`src/hdl/nmtp_pkg.sv`:
```
// ----------------------------------------------------------------------------
// nmtp_pkg
// Shared constants, codes and request types of the nested mode time profiler.
// ----------------------------------------------------------------------------
package nmtp_pkg;

    localparam int MODE_COUNT  = 5;
    localparam int STACK_DEPTH = 16;
    localparam int COUNT_WIDTH = 48;

    localparam int KIND_W   = 3;
    localparam int MODE_W   = 3;
    localparam int VALUE_W  = 48;
    localparam int STATUS_W = 2;
    localparam int NEST_W   = 5;

    localparam int CIDX_W  = (MODE_COUNT > 1) ? $clog2(MODE_COUNT) : 1;
    localparam int SIDX_W  = $clog2(STACK_DEPTH);
    localparam int DEPTH_W = $clog2(STACK_DEPTH + 1);

    localparam logic [MODE_W-1:0] OTHER_RESET = MODE_W'(4);

    typedef enum logic [KIND_W-1:0] {
        K_TICK   = 3'd0,
        K_START  = 3'd1,
        K_STOP   = 3'd2,
        K_INIT   = 3'd3,
        K_FINISH = 3'd4,
        K_READ   = 3'd5
    } t_kind;

    typedef enum logic [STATUS_W-1:0] {
        ST_OK       = 2'd0,
        ST_MISMATCH = 2'd1,
        ST_EMPTY    = 2'd2,
        ST_FULL     = 2'd3
    } t_status;

    typedef struct packed {
        logic [KIND_W-1:0] kind;
        logic [MODE_W-1:0] mode;
    } t_in_req;

    typedef struct packed {
        logic [VALUE_W-1:0]  count_value;
        logic [STATUS_W-1:0] status;
        logic [NEST_W-1:0]   nesting_depth;
    } t_out_req;

endpackage

```
`src/hdl/nested_mode_time_profiler.sv`:
```
// ----------------------------------------------------------------------------
// nested_mode_time_profiler
// Mode stack with exclusive per-mode tick counters, saturating totals,
// finish-time attribution of unclaimed ticks and counter read-back.
// ----------------------------------------------------------------------------
//  channel | direction | handshake                | payload
//  in      | input     | i_in_valid / o_in_stall  | i_in_req  (t_in_req)
//  out     | output    | o_out_valid / i_out_stall| o_out_req (t_out_req)
//  cfg     | input     | i_cfg_we                 | i_cfg_wdata (other mode)
//
//  One request per cycle while o_in_stall is low. A result passes the stage
//  two register and then the output register: stage one updates stack and
//  total and issues the counter memory read, stage two gets the read data.
//  Reset clears stack depth, total, the counter valid bits and the sum.
//  A stalled output holds the whole pipe and o_in_stall goes high.
// ----------------------------------------------------------------------------
module nested_mode_time_profiler
    import nmtp_pkg::*;
(
    input  logic                i_clk,
    input  logic                i_rst_n,
    input  logic                i_in_valid,
    output logic                o_in_stall,
    input  t_in_req             i_in_req,
    output logic                o_out_valid,
    input  logic                i_out_stall,
    output t_out_req            o_out_req,
    input  logic                i_cfg_we,
    input  logic [MODE_W-1:0]   i_cfg_wdata
);

    localparam logic [COUNT_WIDTH-1:0] CNT_MAX = '1;

    typedef enum logic [2:0] {
        COP_NONE,
        COP_INC,
        COP_ADD,
        COP_INIT,
        COP_READ
    } t_cop;

    typedef enum logic [1:0] {
        CQ_MEM,
        CQ_FWD,
        CQ_ZERO
    } t_cq_sel;

    typedef struct packed {
        t_cop                   cop;
        logic                   is_read;
        logic [CIDX_W-1:0]      addr;
        logic [COUNT_WIDTH-1:0] total;
        t_status                status;
        logic [DEPTH_W-1:0]     depth;
    } t_s2;

    // memories
    logic [MODE_W-1:0]      stack_mem [STACK_DEPTH];
    logic [COUNT_WIDTH-1:0] cnt_mem   [MODE_COUNT];

    // control state
    logic [MODE_W-1:0]      r_other_idx;
    logic [DEPTH_W-1:0]     r_depth,  n_depth;
    logic [MODE_W-1:0]      r_top,    n_top;
    logic [COUNT_WIDTH-1:0] r_total,  n_total;
    logic [COUNT_WIDTH-1:0] r_attr,   n_attr;
    logic [MODE_COUNT-1:0]  r_cnt_vld;
    logic                   r_s2_valid;
    logic                   r_out_valid;

    // payload
    t_s2                    r_s2, n_s2;
    logic [MODE_W-1:0]      r_bq_mem;
    logic                   r_bq_fwd;
    logic [MODE_W-1:0]      r_bq_fd;
    logic [COUNT_WIDTH-1:0] r_cq_mem;
    t_cq_sel                r_cq_sel, n_cq_sel;
    logic [COUNT_WIDTH-1:0] r_cq_fd;
    t_out_req               r_out_req, n_out_req;

    logic                   en;
    logic                   push;
    logic                   stk_we;
    logic [SIDX_W-1:0]      stk_waddr;
    logic [SIDX_W-1:0]      stk_raddr;
    logic [MODE_W-1:0]      below;
    logic                   mode_ok;
    logic                   top_ok;
    logic                   other_ok;
    logic [COUNT_WIDTH-1:0] cnt;
    logic                   cnt_we;
    logic [COUNT_WIDTH-1:0] cnt_wdata;
    logic                   s2_init;
    logic [COUNT_WIDTH-1:0] value;

    assign en          = !(r_out_valid && i_out_stall);
    assign o_in_stall  = !en;
    assign o_out_valid = r_out_valid;
    assign o_out_req   = r_out_req;

    assign below    = r_bq_fwd ? r_bq_fd : r_bq_mem;
    assign mode_ok  = 32'(i_in_req.mode) < MODE_COUNT;
    assign top_ok   = 32'(r_top) < MODE_COUNT;
    assign other_ok = 32'(r_other_idx) < MODE_COUNT;

    // stage one: stack, total, counter address
    always_comb begin
        n_depth = r_depth;
        n_top   = r_top;
        n_total = r_total;
        push    = 1'b0;
        n_s2.cop     = COP_NONE;
        n_s2.is_read = 1'b0;
        n_s2.addr    = '0;
        n_s2.status  = ST_OK;
        if (i_in_valid) begin
            case (t_kind'(i_in_req.kind))
                K_TICK: begin
                    n_total = (r_total == CNT_MAX) ? CNT_MAX : r_total + 1'b1;
                    if (r_depth != '0 && top_ok) begin
                        n_s2.cop  = COP_INC;
                        n_s2.addr = r_top[CIDX_W-1:0];
                    end
                end
                K_START: begin
                    if (r_depth == DEPTH_W'(STACK_DEPTH)) begin
                        n_s2.status = ST_FULL;
                    end else begin
                        push    = 1'b1;
                        n_top   = i_in_req.mode;
                        n_depth = r_depth + 1'b1;
                    end
                end
                K_STOP: begin
                    if (r_depth == '0) begin
                        n_s2.status = ST_EMPTY;
                    end else if (r_top != i_in_req.mode) begin
                        n_s2.status = ST_MISMATCH;
                    end else begin
                        n_top   = below;
                        n_depth = r_depth - 1'b1;
                    end
                end
                K_INIT: begin
                    n_total  = '0;
                    n_s2.cop = COP_INIT;
                end
                K_FINISH: begin
                    if (other_ok) begin
                        n_s2.cop  = COP_ADD;
                        n_s2.addr = r_other_idx[CIDX_W-1:0];
                    end
                end
                K_READ: begin
                    n_s2.is_read = 1'b1;
                    if (mode_ok) begin
                        n_s2.cop  = COP_READ;
                        n_s2.addr = i_in_req.mode[CIDX_W-1:0];
                    end
                end
                default: begin
                end
            endcase
        end
        n_s2.total = n_total;
        n_s2.depth = n_depth;
    end

    assign stk_we    = en && push && (r_depth != '0);
    assign stk_waddr = SIDX_W'(r_depth - 1'b1);
    assign stk_raddr = SIDX_W'(n_depth - 2'd2);

    // stage two: counter read-modify-write
    always_comb begin
        case (r_cq_sel)
            CQ_MEM:  cnt = r_cq_mem;
            CQ_FWD:  cnt = r_cq_fd;
            default: cnt = '0;
        endcase
        cnt_we    = 1'b0;
        cnt_wdata = cnt + 1'b1;
        n_attr    = r_attr;
        s2_init   = 1'b0;
        if (r_s2_valid) begin
            case (r_s2.cop)
                COP_INC: begin
                    if (cnt != CNT_MAX) begin
                        cnt_we = 1'b1;
                        n_attr = (r_attr == CNT_MAX) ? CNT_MAX : r_attr + 1'b1;
                    end
                end
                COP_ADD: begin
                    if (r_s2.total > r_attr) begin
                        cnt_we    = 1'b1;
                        cnt_wdata = cnt + (r_s2.total - r_attr);
                        n_attr    = r_s2.total;
                    end
                end
                COP_INIT: begin
                    s2_init = 1'b1;
                    n_attr  = '0;
                end
                default: begin
                end
            endcase
        end
        cnt_we = cnt_we && en;

        if (cnt_we && r_s2.addr == n_s2.addr) begin
            n_cq_sel = CQ_FWD;
        end else if (s2_init || !r_cnt_vld[n_s2.addr]) begin
            n_cq_sel = CQ_ZERO;
        end else begin
            n_cq_sel = CQ_MEM;
        end

        if (r_s2.is_read) begin
            value = (r_s2.cop == COP_READ) ? cnt : '0;
        end else begin
            value = r_s2.total;
        end
        n_out_req.count_value   = VALUE_W'(value);
        n_out_req.status        = r_s2.status;
        n_out_req.nesting_depth = NEST_W'(r_s2.depth);
    end

    always_ff @(posedge i_clk) begin
        if (stk_we) begin
            stack_mem[stk_waddr] <= r_top;
        end
        if (en) begin
            r_bq_mem <= stack_mem[stk_raddr];
        end
    end

    always_ff @(posedge i_clk) begin
        if (cnt_we) begin
            cnt_mem[r_s2.addr] <= cnt_wdata;
        end
        if (en) begin
            r_cq_mem <= cnt_mem[n_s2.addr];
        end
    end

    always_ff @(posedge i_clk) begin
        if (en) begin
            r_bq_fwd  <= push;
            r_bq_fd   <= r_top;
            r_cq_sel  <= n_cq_sel;
            r_cq_fd   <= cnt_wdata;
            r_s2      <= n_s2;
            r_out_req <= n_out_req;
        end
    end

    always_ff @(posedge i_clk) begin
        if (!i_rst_n) begin
            r_other_idx <= OTHER_RESET;
            r_depth     <= '0;
            r_top       <= '0;
            r_total     <= '0;
            r_attr      <= '0;
            r_cnt_vld   <= '0;
            r_s2_valid  <= 1'b0;
            r_out_valid <= 1'b0;
        end else begin
            if (i_cfg_we) begin
                r_other_idx <= i_cfg_wdata;
            end
            if (en) begin
                r_depth     <= n_depth;
                r_top       <= n_top;
                r_total     <= n_total;
                r_attr      <= n_attr;
                r_s2_valid  <= i_in_valid;
                r_out_valid <= r_s2_valid;
                if (s2_init) begin
                    r_cnt_vld <= '0;
                end else if (cnt_we) begin
                    r_cnt_vld[r_s2.addr] <= 1'b1;
                end
            end
        end
    end

`ifndef NO_ASSERTIONS
    a_depth_bound: assert property (@(posedge i_clk) disable iff (!i_rst_n)
        r_depth <= DEPTH_W'(STACK_DEPTH))
        else $error("stack depth beyond capacity");

    a_stall_hold: assert property (@(posedge i_clk) disable iff (!i_rst_n)
        (r_out_valid && i_out_stall) |=> $stable(r_s2_valid) && $stable(r_attr)
            && $stable(r_total) && $stable(r_depth))
        else $error("pipe moved under output stall");

    a_full_depth: assert property (@(posedge i_clk) disable iff (!i_rst_n)
        (o_out_valid && o_out_req.status == ST_FULL)
            |-> o_out_req.nesting_depth == NEST_W'(STACK_DEPTH))
        else $error("full status with stack not full");

    a_write_moves: assert property (@(posedge i_clk) disable iff (!i_rst_n)
        cnt_we |-> r_s2_valid && (r_s2.cop == COP_INC || r_s2.cop == COP_ADD))
        else $error("counter write without counting request");
`endif

endmodule

```
`config.mk`:
```
export PLATFORM = sky130hd
export DESIGN_NAME = nested_mode_time_profiler
export DESIGN_NICKNAME = d
export VERILOG_FILES = /design/src/hdl/nmtp_pkg.sv /design/src/hdl/nested_mode_time_profiler.sv
export SDC_FILE = /design/constraint.sdc
export NUM_CORES = 1
export LEC_CHECK = 0
export ABC_AREA = 1
export BUFFER_PORTS_ARGS = -buffer_cell sky130_fd_sc_hd__buf_2
export CAP_MARGIN = 20
export CORE_ASPECT_RATIO = 1.5
export CORE_MARGIN = 2
export CORE_UTILIZATION = 64
export CTS_BUF_LIST = sky130_fd_sc_hd__clkbuf_16
export DETAILED_ROUTE_END_ITERATION = 10
export PLACE_DENSITY = 0.81
export SLEW_MARGIN = 20
export SYNTH_ARGS = -nofsm -noshare
export SYNTH_HDL_FRONTEND = slang
export SYNTH_SLANG_ARGS = --single-unit
```
`constraint.sdc`:
```
create_clock -name i_clk -period 10 [get_ports i_clk]
set_input_delay 0.5 -clock i_clk [delete_from_list [all_inputs] [get_ports i_clk]]
set_output_delay 0.5 -clock i_clk [all_outputs]
set_load 0.02 [all_outputs]
```
==> reports/results.txt <==
Ranked by instance count, the synthesized netlist is headed by nand2_1 (1004), inv_1 (664), nor2_1 (579). The run gives 3 as the largest buffer count on any clock path. The placeable core region came out at 0.0558 mm2.

The cell at the root of the clock tree was clkbuf_16. The logs give 71 for the I/O pin total and 16.8 nW for the static leakage. In this run, CTS created clock tree buffers numbering 57. The tool flagged a number of max-cap violations equal to 0. TritonCTS built the clock tree. Timing would allow up to 178 MHz. From left edge to right edge, the die measures 198 um. Synthesis handed over a netlist of 4443 instances. First-iteration detailed-routing DRC count: 2611. The run gives 0 as the count of endpoints failing hold in the final timing report.

The proportion of layout cells with a drive suffix above 1 was 0.0548; the initial cell density of the core was 0.650. After the flow finishes, the layout carries non-filler instances totaling 5263. Summing all placed instances gives a cell area of 0.0372 mm2. The post-layout worst setup margin was 4.40 ns; the clock-pin slew on the worst setup and hold paths was 0.07 ns.

At the pin with the least slew margin, the transition time is 1.07 ns. The utilization of the core after routing is 0.701, and the routed wire length per instance is 20.7 um. Type of element launching the critical path: a register. The buffer count from post-CTS setup fixing was 0. The tools report the via count of the first global-routing pass as 29605.

Data on the critical path arrives at its endpoint at 5.94 ns. The flow ran to the end, and the final reports show no timing, DRC or antenna violations. The tools report the via count as 30936. The sequential cell area fraction in the yosys report was 0.485.

The residual antenna-violating net count after detailed routing is 0. The share of the clock period used by the worst path is 0.560. Cell type with the highest aggregate area in the netlist: edfxtp_1. The number of nets in the synthesized netlist is 4610. Sorting the synthesized cells by area gives the leading types as edfxtp_1 (42%), nand2_1 (10%), inv_1 (6.9%).

The max-slew violation count is 0, and the power per standard cell area is 177 mW/mm2. The die covers 0.0587 mm2. For this run the aggregate overflow at the end of global routing stands at 0.

The flop and latch count out of synthesis is 624. The initial antenna violation count came out at 0. The logs give 10.34 ns for the data required time at the worst endpoint and 0 for the setup violation total in the final timing report. Worst clock skew: 0.0258 ns.

The Yosys step of the flow raised 0 warnings. The vertical extent of the die was 296 um. The worst register-to-register path begins at r_cq_sel[0]. The post-synth design cell area came out at 0.0363 mm2. The placer's final routability congestion estimate is 1.08. The synthesis-to-layout area growth is 7.90%.

Yosys mapped a number of flops with a built-in enable equal to 510. The worst hold path belongs to the class input port to register. The most critical setup path has its startpoint at r_cq_sel[0]. In this run, post-CTS repair resized a total of 0 instances.

Buffers placed on the I/O ports in this run total 70. The clock tree synthesis step divided the H-tree into 2 levels. The first global-routing pass estimated 165000 um of wire. The share of flip-flops with an asynchronous set or reset came out at 0.

The number of antenna diodes in the final layout is 0. Mean instance size in the synthesized netlist: 8.17 um2. The post-detailed-routing wire length came out at 109000 um. The tools report the total track usage as 0.373. For the sum of negative setup slack, the log shows 0 ns. The worst setup path is of the register to register kind. The vias per cell came out at 5.88.

The logs give 624 for the count of clock tree sinks and 4.47 ns for the post-place setup slack. Among all flip-flop cells after synthesis, the most frequent one is edfxtp_1. The logs give 4629 for the post-layout net count and 0 for the number of design rule violations left after detail routing.

Hold repair after CTS inserted 0 buffers. nand2_1 is the most common cell in the netlist. The clock period minus worst slack was 5.60 ns.

The area share of the largest cell type after synthesis was 0.422; the number of unique standard cell types used by synthesis was 51. The largest net degree at the start of global routing is 144, and the worst hold-check slack is 0.0960 ns. The headroom to the max-slew limit was 0.277; the power after layout was 6.94 mW. The clock insertion delay at the later pin of the skew report was 0.64 ns. After floorplanning, the core was divided into 106 placement rows. The startpoint identified for the worst hold timing path is i_cfg_wdata[2].

The final HPWL from detailed placement was 79700 um. The tools report the endpoint kind of the worst setup timing path as a register. For the post-placement cell count, the log shows 5158. Summing all non-filler instances in the final layout gives an area of 0.0392 mm2.

Along the worst path, the maximum fanout reaches 28. Before antenna repair, the detailed router went through 9 iterations. For the peak supply drop, the log shows 0.219 mV. Setup repair after global routing left no endpoint under its margin.
## final cells by class
class / count / area [um2]
multi-input combinational: 3005 / 15600
clock buffer: 58 / 1450
tap: 756 / 946
inverter: 676 / 2540
fill: 4485 / 16700
sequential: 624 / 17600
clock inverter: 46 / 434
timing repair buffer: 98 / 586
## registers in the layout (all words and copies together), names as in the netlist, 7 cells and up
signal / cells
n_out_req: 7
r_cq_fd: 48
r_attr: 48
r_s2: 55
stack_mem: 48
r_cq_mem: 48
r_total: 48
o_out_req: 55
cnt_mem: 240
## cell families (layout without fill, tap and decap cells)
kind of cell | Yosys count | after routing | synth area share
AO/OA/AOI/OAI | 716 | 716 | 0.108
multiplexers | 3 | 3 | 0.000897
flip-flops | 624 | 624 | 0.485
buffers and inverters | 814 | 878 | 0.0875
adder cells (fa/ha/maj) | 153 | 153 | 0.0625
AND/OR/NAND/NOR | 2016 | 2016 | 0.227
XOR/XNOR | 117 | 117 | 0.0282
## routing by layer
layer / global-route usage / wire length [um]
met5: 0 / 0
met4: 0.264 / 9080
met3: 0.0475 / 7760
met2: 0.644 / 53300
met1: 0.431 / 38700
## critical path: stages (launching register included)
cell,delay (ns)
edfxtp_1,0.85
nand2_4,0.42
o21ai_2,0.47
inv_2,0.15
ha_1,0.30
inv_1,0.05
ha_1,0.16
inv_1,0.06
fa_1,0.39
nand3b_1,0.17
nand2_1,0.27
a21oi_1,0.21
o21ai_0,0.71
nand2_1,0.15
nand2_1,0.16
nand2_1,0.07
nand2_1,0.09
nor2_1,0.06
o21ai_0,0.56
## final timing paths
path / slack, ns / to / depth (start not counted)
min: 0.1 / r_other_idx[2] / 3
min reg2reg: 0.42 / o_out_req[1] / 0
max: 4.40 / cnt_mem[4][30] / 18
max reg2reg: 4.40 / cnt_mem[4][30] / 18
## power by group
group / internal, mW / leakage [nW] / switching [mW]
Clock: 1.24 / 0.952 / 0.986
Sequential: 2.96 / 6.12 / 0.0813
Combinational: 0.488 / 9.73 / 1.18
## placed cells by master, fill, tap and decap left out, types with 13 or more instances in the layout
master / n
nor4_1: 13
edfxtp_1: 510
o22ai_1: 51
xnor2_1: 15
nor3_1: 68
nor2_1: 572
nor2_2: 13
nand2_1: 1001
o21ai_2: 15
nand4_1: 56
buf_4: 26
fa_1: 47
a21oi_1: 157
buf_2: 70
o21ai_1: 19
xor2_1: 102
o21ai_0: 362
dfxtp_1: 114
clkbuf_16: 58
inv_1: 674
nand3_1: 266
a31oi_1: 50
ha_1: 106
(Power assumes the default switching activity.)
